**config.mk**
```make
export PLATFORM = sky130hd
export DESIGN_NAME = base32_decoder_unit_flat
export DESIGN_NICKNAME = d
export VERILOG_FILES = /design/src/sv/b32d_pkg.sv /design/src/sv/b32d_in_if.sv /design/src/sv/b32d_out_if.sv /design/src/sv/b32d_symbol_map.sv /design/src/sv/b32d_decode_core.sv /design/src/sv/base32_decoder_unit.sv /design/src/flat_wrapper.sv
export SDC_FILE = /design/constraint.sdc
export NUM_CORES = 1
export LEC_CHECK = 0
export ABC_AREA = 1
export BUFFER_PORTS_ARGS = -buffer_cell sky130_fd_sc_hd__buf_2
export CAP_MARGIN = 20
export CORE_UTILIZATION = 40
export CTS_CLUSTER_SIZE = 14
export DETAILED_ROUTE_END_ITERATION = 10
export PLACE_DENSITY = 0.63
export SYNTH_ARGS = -nofsm -noshare
export SYNTH_HDL_FRONTEND = slang
export SYNTH_HIERARCHICAL = 1
export SYNTH_SLANG_ARGS = --single-unit
```
**constraint.sdc**
```tcl
create_clock -name clk -period 3.45 [get_ports clk]
set_input_delay 0.345 -clock clk [delete_from_list [all_inputs] [get_ports clk]]
set_output_delay 0.345 -clock clk [all_outputs]
set_load 0.02 [all_outputs]
```
**src/sv/b32d_pkg.sv**
```systemverilog
// ============================================================================
// b32d_pkg
// Types and character constants shared by the base32 decoder files.
// ============================================================================
package b32d_pkg;

    localparam int unsigned SymbolWidth = 8;
    localparam int unsigned ValueWidth  = 5;
    localparam int unsigned BufWidth    = 12;
    localparam int unsigned HeldWidth   = 4;
    localparam int unsigned CountWidth  = 8;

    localparam logic [SymbolWidth-1:0] ChrNul     = 8'h00;
    localparam logic [SymbolWidth-1:0] ChrTab     = 8'h09;
    localparam logic [SymbolWidth-1:0] ChrLf      = 8'h0A;
    localparam logic [SymbolWidth-1:0] ChrCr      = 8'h0D;
    localparam logic [SymbolWidth-1:0] ChrSpace   = 8'h20;
    localparam logic [SymbolWidth-1:0] ChrNbsp    = 8'hA0;
    localparam logic [SymbolWidth-1:0] ChrPad     = 8'h3D;
    localparam logic [SymbolWidth-1:0] ChrZero    = 8'h30;
    localparam logic [SymbolWidth-1:0] ChrOne     = 8'h31;
    localparam logic [SymbolWidth-1:0] ChrEight   = 8'h38;
    localparam logic [SymbolWidth-1:0] ChrUpperO  = 8'h4F;
    localparam logic [SymbolWidth-1:0] ChrUpperL  = 8'h4C;
    localparam logic [SymbolWidth-1:0] ChrUpperB  = 8'h42;
    localparam logic [SymbolWidth-1:0] ChrUpperA  = 8'h41;
    localparam logic [SymbolWidth-1:0] ChrUpperZ  = 8'h5A;
    localparam logic [SymbolWidth-1:0] ChrLowerA  = 8'h61;
    localparam logic [SymbolWidth-1:0] ChrLowerZ  = 8'h7A;
    localparam logic [SymbolWidth-1:0] ChrTwo     = 8'h32;
    localparam logic [SymbolWidth-1:0] ChrSeven   = 8'h37;
    localparam logic [SymbolWidth-1:0] LetterMask = 8'h1F;

    localparam logic [HeldWidth-1:0]  ByteBits    = 4'd8;
    localparam logic [HeldWidth-1:0]  SymbolBits  = 4'd5;
    localparam logic [CountWidth-1:0] MaxBytesRst = 8'd20;

    typedef logic [SymbolWidth-1:0] symbol_t;
    typedef logic [CountWidth-1:0]  count_t;

    // registered input item handed to the decode core
    typedef struct packed {
        logic    valid;
        symbol_t symbol;
        logic    start_req;
    } item_t;

    // classification of one character
    typedef struct packed {
        logic                  is_nul;
        logic                  is_skip;
        logic                  is_valid;
        logic [ValueWidth-1:0] value;
    } sym_class_t;

endpackage

```
**src/sv/b32d_in_if.sv**
```systemverilog
// ============================================================================
// b32d_in_if
// Character channel: valid/ready handshake with symbol and start flag.
// ============================================================================
interface b32d_in_if;
    import b32d_pkg::*;

    logic    valid;
    logic    ready;
    symbol_t symbol;
    logic    start_req;

    modport source (output valid, output symbol, output start_req, input ready);
    modport sink   (input valid, input symbol, input start_req, output ready);

endinterface

```
**src/sv/b32d_out_if.sv**
```systemverilog
// ============================================================================
// b32d_out_if
// Decoded byte channel: valid/ready handshake with byte, index and flags.
// ============================================================================
interface b32d_out_if;
    import b32d_pkg::*;

    logic    valid;
    logic    ready;
    symbol_t byte_out;
    count_t  byte_index;
    logic    error;
    logic    last;

    modport source (output valid, output byte_out, output byte_index,
                    output error, output last, input ready);
    modport sink   (input valid, input byte_out, input byte_index,
                    input error, input last, output ready);

endinterface

```
**src/sv/b32d_symbol_map.sv**
```systemverilog
// ============================================================================
// b32d_symbol_map
// Classifies one character: end of string, skipped, or base32 value 0-31.
// ============================================================================
module b32d_symbol_map
(
    input  b32d_pkg::symbol_t    symbol,
    output b32d_pkg::sym_class_t sym_class
);
    import b32d_pkg::*;

    symbol_t c;
    logic    is_letter;
    logic    is_digit;

    always_comb
    begin
        // fold the look-alike digits onto their letters
        priority if (symbol == ChrZero)
        begin
            c = ChrUpperO;
        end
        else if (symbol == ChrOne)
        begin
            c = ChrUpperL;
        end
        else if (symbol == ChrEight)
        begin
            c = ChrUpperB;
        end
        else
        begin
            c = symbol;
        end
    end

    assign is_letter = ((c >= ChrUpperA) && (c <= ChrUpperZ)) ||
                       ((c >= ChrLowerA) && (c <= ChrLowerZ));
    assign is_digit  = (c >= ChrTwo) && (c <= ChrSeven);

    always_comb
    begin
        sym_class.is_nul   = (symbol == ChrNul);
        sym_class.is_skip  = (symbol == ChrSpace) || (symbol == ChrNbsp) ||
                             (symbol == ChrTab)   || (symbol == ChrLf)   ||
                             (symbol == ChrCr)    || (symbol == ChrPad);
        sym_class.is_valid = is_letter || is_digit;
        // digits 2-7 land on 26-31, i.e. 24 plus the low three bits
        if (is_digit)
        begin
            sym_class.value = {2'b11, c[2:0]};
        end
        else
        begin
            sym_class.value = ValueWidth'((c & LetterMask) - 8'd1);
        end
    end

endmodule

```
**src/sv/b32d_decode_core.sv**
```systemverilog
// ============================================================================
// b32d_decode_core
// Bit buffer, byte counter and stop flag; one item a cycle when the result
// register is free or being drained; decoded bytes go into that register.
// ============================================================================
module b32d_decode_core
(
    input  logic                 clk,
    input  logic                 rst_n,
    input  b32d_pkg::item_t      item,
    input  b32d_pkg::sym_class_t sym_class,
    input  b32d_pkg::count_t     max_bytes,
    output logic                 take,
    b32d_out_if.source           out_ch
);
    import b32d_pkg::*;

    logic [BufWidth-1:0]  buf_reg,   buf_next;
    logic [HeldWidth-1:0] held_reg,  held_next;
    count_t               count_reg, count_next;
    logic                 stop_reg,  stop_next;

    logic    out_valid_reg, out_valid_next;
    symbol_t out_byte_reg,  out_byte_next;
    count_t  out_index_reg, out_index_next;
    logic    out_err_reg,   out_err_next;
    logic    out_last_reg,  out_last_next;

    // state as seen by this item, after a start request clears it
    logic [BufWidth-1:0]  cur_buf;
    logic [HeldWidth-1:0] cur_held;
    count_t               cur_count;
    logic                 cur_stop;

    logic [BufWidth-1:0]  shifted;
    logic [HeldWidth-1:0] held_sum;
    logic [HeldWidth-1:0] shift_amt;
    count_t               count_inc;
    logic                 emit;

    // advance when the result register is free or being drained
    assign take = item.valid && (!out_valid_reg || out_ch.ready);

    assign cur_buf   = item.start_req ? '0 : buf_reg;
    assign cur_held  = item.start_req ? '0 : held_reg;
    assign cur_count = item.start_req ? '0 : count_reg;
    assign cur_stop  = item.start_req ? 1'b0 : stop_reg;

    assign shifted   = {cur_buf[BufWidth-ValueWidth-1:0], sym_class.value};
    assign held_sum  = cur_held + SymbolBits;
    assign shift_amt = held_sum - ByteBits;
    assign count_inc = cur_count + 8'd1;

    always_comb
    begin
        buf_next       = cur_buf;
        held_next      = cur_held;
        count_next     = cur_count;
        stop_next      = cur_stop;
        emit           = 1'b0;
        out_byte_next  = '0;
        out_index_next = cur_count;
        out_err_next   = 1'b0;
        out_last_next  = 1'b0;

        priority if (cur_stop)
        begin
            // drop characters until the next start
        end
        else if ((cur_count >= max_bytes) || sym_class.is_nul)
        begin
            stop_next = 1'b1;
        end
        else if (sym_class.is_skip)
        begin
            // skipped character: hold state
        end
        else if (!sym_class.is_valid)
        begin
            stop_next    = 1'b1;
            emit         = 1'b1;
            out_err_next = 1'b1;
        end
        else
        begin
            buf_next = shifted;
            if (held_sum >= ByteBits)
            begin
                held_next     = shift_amt;
                emit          = 1'b1;
                out_byte_next = SymbolWidth'(shifted >> shift_amt);
                count_next    = count_inc;
                out_last_next = (count_inc >= max_bytes);
                stop_next     = (count_inc >= max_bytes);
            end
            else
            begin
                held_next = held_sum;
            end
        end

        if (take && emit)
        begin
            out_valid_next = 1'b1;
        end
        else if (out_ch.ready)
        begin
            out_valid_next = 1'b0;
        end
        else
        begin
            out_valid_next = out_valid_reg;
        end
    end

    always_ff @(posedge clk or negedge rst_n)
    begin
        if (!rst_n)
        begin
            buf_reg       <= '0;
            held_reg      <= '0;
            count_reg     <= '0;
            stop_reg      <= 1'b0;
            out_valid_reg <= 1'b0;
        end
        else
        begin
            out_valid_reg <= out_valid_next;
            if (take)
            begin
                buf_reg   <= buf_next;
                held_reg  <= held_next;
                count_reg <= count_next;
                stop_reg  <= stop_next;
            end
        end
    end

    always_ff @(posedge clk)
    begin
        if (take && emit)
        begin
            out_byte_reg  <= out_byte_next;
            out_index_reg <= out_index_next;
            out_err_reg   <= out_err_next;
            out_last_reg  <= out_last_next;
        end
    end

    assign out_ch.valid      = out_valid_reg;
    assign out_ch.byte_out   = out_byte_reg;
    assign out_ch.byte_index = out_index_reg;
    assign out_ch.error      = out_err_reg;
    assign out_ch.last       = out_last_reg;

endmodule

```
**src/sv/base32_decoder_unit.sv**
```systemverilog
// Path: a character goes into the input register, then is decoded into the
// result register.
// Throughput: one character per cycle; the bit-buffer update is a single
// shift-and-or step, so the only stall is a full result register.
// Reset clears the bit buffer, byte count and stop flag; max_bytes resets to 20.
// ============================================================================
// base32_decoder_unit
// Base32 text decoder: one character in, zero or one decoded byte out.
// ============================================================================
module base32_decoder_unit
(
    input  logic             clk,
    input  logic             rst_n,
    b32d_in_if.sink          in_ch,
    b32d_out_if.source       out_ch,
    input  logic             cfg_we,
    input  b32d_pkg::count_t cfg_wdata
);
    import b32d_pkg::*;

    logic       in_valid_reg, in_valid_next;
    symbol_t    in_symbol_reg;
    logic       in_start_reg;
    count_t     max_bytes_reg;
    item_t      item;
    sym_class_t sym_class;
    logic       take;

    assign in_ch.ready   = !in_valid_reg || take;
    assign in_valid_next = in_ch.valid ? 1'b1 : (take ? 1'b0 : in_valid_reg);

    always_ff @(posedge clk or negedge rst_n)
    begin
        if (!rst_n)
        begin
            in_valid_reg  <= 1'b0;
            max_bytes_reg <= MaxBytesRst;
        end
        else
        begin
            if (in_ch.ready)
            begin
                in_valid_reg <= in_valid_next;
            end
            if (cfg_we)
            begin
                max_bytes_reg <= cfg_wdata;
            end
        end
    end

    always_ff @(posedge clk)
    begin
        if (in_ch.valid && in_ch.ready)
        begin
            in_symbol_reg <= in_ch.symbol;
            in_start_reg  <= in_ch.start_req;
        end
    end

    assign item.valid     = in_valid_reg;
    assign item.symbol    = in_symbol_reg;
    assign item.start_req = in_start_reg;

    b32d_symbol_map u_symbol_map
    (
        .symbol    (item.symbol),
        .sym_class (sym_class)
    );

    b32d_decode_core u_decode_core
    (
        .clk       (clk),
        .rst_n     (rst_n),
        .item      (item),
        .sym_class (sym_class),
        .max_bytes (max_bytes_reg),
        .take      (take),
        .out_ch    (out_ch)
    );

endmodule
```
**src/flat_wrapper.sv**
```systemverilog
// flat-port wrapper written by rule: the top's interface ports become plain ports
module base32_decoder_unit_flat import b32d_pkg::*;
  (clk, rst_n, cfg_we, cfg_wdata, in_ch_valid, in_ch_symbol, in_ch_start_req, in_ch_ready, out_ch_valid, out_ch_byte_out, out_ch_byte_index, out_ch_error, out_ch_last, out_ch_ready);
  b32d_in_if in_ch_i ();
  b32d_out_if out_ch_i ();
  input  logic clk;
  input  logic rst_n;
  input  logic cfg_we;
  input  b32d_pkg::count_t cfg_wdata;
  input wire logic [$bits(in_ch_i.valid)-1:0] in_ch_valid;
  input wire logic [$bits(in_ch_i.symbol)-1:0] in_ch_symbol;
  input wire logic [$bits(in_ch_i.start_req)-1:0] in_ch_start_req;
  output wire logic [$bits(in_ch_i.ready)-1:0] in_ch_ready;
  output wire logic [$bits(out_ch_i.valid)-1:0] out_ch_valid;
  output wire logic [$bits(out_ch_i.byte_out)-1:0] out_ch_byte_out;
  output wire logic [$bits(out_ch_i.byte_index)-1:0] out_ch_byte_index;
  output wire logic [$bits(out_ch_i.error)-1:0] out_ch_error;
  output wire logic [$bits(out_ch_i.last)-1:0] out_ch_last;
  input wire logic [$bits(out_ch_i.ready)-1:0] out_ch_ready;
  assign in_ch_i.valid = in_ch_valid;
  assign in_ch_i.symbol = in_ch_symbol;
  assign in_ch_i.start_req = in_ch_start_req;
  assign in_ch_ready = in_ch_i.ready;
  assign out_ch_valid = out_ch_i.valid;
  assign out_ch_byte_out = out_ch_i.byte_out;
  assign out_ch_byte_index = out_ch_i.byte_index;
  assign out_ch_error = out_ch_i.error;
  assign out_ch_last = out_ch_i.last;
  assign out_ch_i.ready = out_ch_ready;
  base32_decoder_unit u_core (.clk(clk), .rst_n(rst_n), .in_ch(in_ch_i), .out_ch(out_ch_i), .cfg_we(cfg_we), .cfg_wdata(cfg_wdata));
endmodule
```
# --- After elaboration in Yosys (flattened, before gate mapping) ---
# Cells that the tools add are included.
classes:
  n_div: 0
  n_reduce_logical: 25
  n_lt_le_gt_ge: 9
  n_mux: 37
  n_eq_ne: 9
  shifts: 1
  multipliers: 0
  n_addsub: 4
  n_bitwise: 2
op_table:
  columns: ["cell", "n"]
  rows:
  - ["$mux W8", 9]
  - ["$mux W12", 5]
  - ["$eq A8 B6 Y1 const B", 5]
  - ["$eq A8 B4 Y1 const B", 3]
  - ["$mux W4", 6]
  - ["$ge A8 B7 Y1 const B", 2]
  - ["$ge A8 B8 Y1", 2]
  - ["$le A8 B7 Y1 const B", 2]
  - ["$mux W1", 16]
  - ["$shr A12 B4 Y8", 1]
  - ["$logic_or A1 B1 Y1", 10]
  - ["$add A8 B1 Y8 const B", 1]
  - ["$eq A8 B8 Y1 const B", 1]
  - ["$ge A8 B6 Y1 const B", 1]
  - ["$le A8 B6 Y1 const B", 1]
  - ["$logic_not A8 Y1", 1]
  - ["$logic_and A1 B1 Y1", 6]
  - ["$mux W5", 1]
  - ["$reduce_or A5 Y1", 1]
  - ["$sub A5 B1 Y5 const B", 1]
  - ["$add A4 B3 Y4 const B", 1]
  - ["$ge A4 B4 Y1 const B", 1]
  - ["$reduce_bool A2 Y1", 2]
  - ["$reduce_or A4 Y1", 1]
  - ["other kinds (5)", 7]
totals:
  register_bits: 62
  ram_bits: 0
  memories: 0
  romBits: 0
  word_cells: 100
  latch_bits: 0

# --- Logic depth before layout (Yosys ltp) ---
logic_depth:
  word_depth: 14
  ltp_mapped: 24
  depth_no_buf: 23

# --- Cells and area by module ---
# Netlist, hierarchy kept.
by_module_without_submodules:
  columns: ["module", "n_inst", "cells_per_inst", "area_each_um2"]
  rows:
  - ["b32d_decode_core", 1, 398, 2951.6]
  - ["b32d_symbol_map", 1, 115, 640.6]
  - ["base32_decoder_unit", 1, 48, 629.4]

# --- Worst setup path after synthesis ---
# OpenSTA, ideal clock, no wires.
synth_path:
  kind: "reg-to-reg"
  startpoint: "register u_core.in_symbol_reg[2]"
  endpoint: "register u_core.u_decode_core.out_index_reg[0] (netlist: u_core/u_decode_core/out_ch.byte_index[0]) (enable)"
  path_slack_ns: 0.266
  required_time_ns: 3.057
  setup_ns: 0.393
  arrival_time_ns: 2.792
  path_buffers: 0
  path_stages_with_launch: 15
  synth_period_minus_slack_ns: 3.184
  cell_sequence: "edfxtp_1 -> nor2_1 -> nand2_1 -> nor2_4 -> o21ai_2 -> inv_1 -> ha_1 -> nand4_1 -> o21ai_1 -> nand2_1 -> nand2_1 -> nand3_1 -> inv_2 -> o21ai_0 -> nor2_1"
synth_lines:
  columns: ["element", "line_no", "text"]
  rows:
  - ["start, declared", "base32_decoder_unit.sv:22", "symbol_t in_symbol_reg;"]
  - ["start signal, assigned", "base32_decoder_unit.sv:56", "in_symbol_reg <= in_ch.symbol;"]
  - ["end signal, assigned", "b32d_decode_core.sv:144", "out_index_reg <= out_index_next;"]
  - ["end, declared", "b32d_decode_core.sv:25", "count_t out_index_reg, out_index_next;"]

==> metrics.txt <==
Layout area overhead=14.5%; antenna violations before repair=0; # setup viols final=0; Routed met2 length=4410 um; FP Rows=37; Top FF cell, synth=dfrtp_1; post-synth top area share=0.192; YS warnings=6; Slew headroom=0.475; layout cells sized above 1=0.201; CP max FO=9; RSZ-0062 raised after global routing=no; DP HPWL=7320 um; Final period util=0.920; Synth area leader=edfxtp_1; core footprint=10300 um^2; switching power=1.30 mW; sequential area share after synthesis=0.370; Clock power frac=0.240; initial drt markers=176; Worst Skew=8.39 ps; crit end category=flop; post-layout instance area=4830 um^2; Net Sw Frac=0.417; Root Buffer=clkbuf_8; Seq cells post-synth=57; largest cells by area after synthesis=edfxtp_1, dfrtp_1, nand2_1; Gate power share=0.429; Sequential Area=1560 um^2; Worst VDD drop=291 uV; Sequential Power Share=0.331; Die X=105 um; top-count cell post-synth=nand2_1; worst slew pin tran=788 ps; status=finished, final reports clean; Layout Nets=656; CTS clk-pin slew, worst paths=70 ps; Internal Pwr Total=1.82 mW; Antenna diodes=0; worst skew pair latency=330 ps; TNS Setup=0 ps; Hold Buf Count CTS=0; leading cell types by count after synthesis=nand2_1, inv_1, nand3_1, nor2_1, dfrtp_1; multi-input combinational cell area=2240 um^2; synth unique cells=47; first-pass GRT wire length=16200 um; EDFF count, synth=27; post-route setup slack=276 ps; HP Class=in2async; die height=105 um; DP Area=4580 um^2; Avg Vias per Cell=4.92; arrival time at the worst endpoint=3350 ps; die area=11000 um^2; Post-Route WL=9450 um; Num CTS Buffers=9; clock tree buffer depth=2; routability cong.=0.913; Final Hold Vio Count=0; clock sink count=57; filler instances=1078; syn avg cell area=7.53 um^2; Async SR Flop Fraction=0.526; Routed Antenna Nets=0; met1 WL=4500 um; worst slack, placed=222 ps; initial core utilization=0.411; H-tree depth=3; Max-Cap Viols=0; nature of the critical path startpoint=flop; DR WL met3=444 um; min Tclk post-route=3170 ps; grt ovf=0; CTS resizes=0; Net Count, Synth=604; Syn Inst Count=561; via count=3706; Required @ worst endpoint=3630 ps; Detailed Routing Iterations Pass 1=5; critical path class=reg2reg; pin count of the biggest net entering global routing=31; P_leak=2.41 nW; mapped cell area=4220 um^2; final slew viol count=0; top sig layer=met4; vias in the first global route=3523; PwrDens=646 nW/um^2; max frequency=315 MHz; Top-Level Pins=42; drt drc=0; TritonCTS clock tree=done; R2R Setup Slk=280 ps; port bufs=41; routed len/inst=12.5 um; GRT Util Overall=0.186
timing repair:
action                                 4_1_cts  5_1_grt
endpoints found under the hold margin        0        0
setup endpoints to repair                    0        9
buffers inserted                             0        2
layout make-up:
class / count / area share
Inverter: 90 / 0.0715
Sequential cell: 57 / 0.324
Timing Repair Buffer: 51 / 0.0580
Tap cell: 136 / 0.0352
Clock buffer: 10 / 0.0264
Multi-Input combinational cell: 404 / 0.463
Clock inverter: 6 / 0.0220
critical path, cell delays in order (launching register included):
cell      delay, ps
edfxtp_1        470
nor2_1          210
nand2_2         120
nor2_4          210
inv_1            70
o21ai_2         110
inv_1           100
ha_1            230
nand4_1         160
nand3_1         100
nand3_1          80
nand2_1          50
nand3_1         100
inv_2            70
nor2_4          200
inv_2            90
nor2_4          170
inv_2            60
nor2_4          160
nand2_4         120
a31oi_1         150
path summary, 6_finish.rpt:
kind	start	endpoint	depth (start not counted)
max reg2reg	u_core/in_symbol_reg[2]	u_core/u_decode_core/out_ch.last	20
min	rst_n	u_core/u_decode_core/held_reg[1]	1
max	u_core/in_symbol_reg[2]	u_core/u_decode_core/out_ch.last	20
max in group asynchronous	rst_n	u_core/max_bytes_reg[5]	1
min reg2reg	u_core/max_bytes_reg[2]	u_core/max_bytes_reg[2]	2
min in group clk	in_ch_symbol[6]	u_core/in_symbol_reg[6]	1
placed cells by master (no fill, tap or decap), types with 3 or more instances in the layout:
cell type | Yosys | routed
nor2_4 | 11 | 11
xor2_1 | 3 | 3
o22ai_1 | 3 | 3
inv_1 | 78 | 78
nand2_2 | 8 | 8
o21ai_1 | 10 | 10
nor2_1 | 49 | 49
nand4_1 | 8 | 8
nand3_1 | 49 | 49
edfxtp_1 | 27 | 27
nor2_2 | 6 | 6
buf_2 | 2 | 41
a21oi_1 | 18 | 18
ha_1 | 21 | 21
o21ai_2 | 4 | 4
o21ai_0 | 22 | 22
nand2_4 | 7 | 7
inv_2 | 10 | 10
clkbuf_8 | 0 | 9
o211ai_1 | 5 | 5
nand2_1 | 156 | 156
bufinv_16 | 0 | 3
buf_4 | 2 | 10
nor3_1 | 3 | 3
dfrtp_1 | 28 | 28
cell families after synthesis:
logic type      count (synthesis)  synth area share
simple gates                  309             0.360
xor+xnor                        5            0.0148
fa+ha+maj                      21            0.0622
flops                          57             0.370
buf+inv                       100            0.0993
compound gates                 69            0.0937
metrics by stage:
step | std cells | utilization | power, mW | hold WS [ps]
floorplan | 561 | - | 2.04 | 49.4
global placement | 736 | 0.446 | 2.35 | 448
detailed placement | 736 | 0.446 | 2.37 | 457
CTS | 752 | 0.469 | 3.13 | 96.0
global route | 754 | 0.470 | 3.38 | 136
finish | 754 | 0.470 | 3.12 | 64.0
layer usage:
layer	vias to the layer above	GRT usage
met5	-	0
met3	6	0.0368
met1	1680	0.248
li1	1923	-
met4	0	0.0513
met2	97	0.305
power groups by stage:
stage | clock network [mW] | registers (mW) | logic, mW
2_1_floorplan | 0 | 1.08 | 0.954
3_3_place_gp | 0 | 1.04 | 1.31
3_5_place_dp | 0 | 1.05 | 1.32
4_1_cts | 0.768 | 1.04 | 1.33
5_1_grt | 0.801 | 1.06 | 1.52
6_report | 0.751 | 1.03 | 1.34
(Power assumes the default switching activity.)
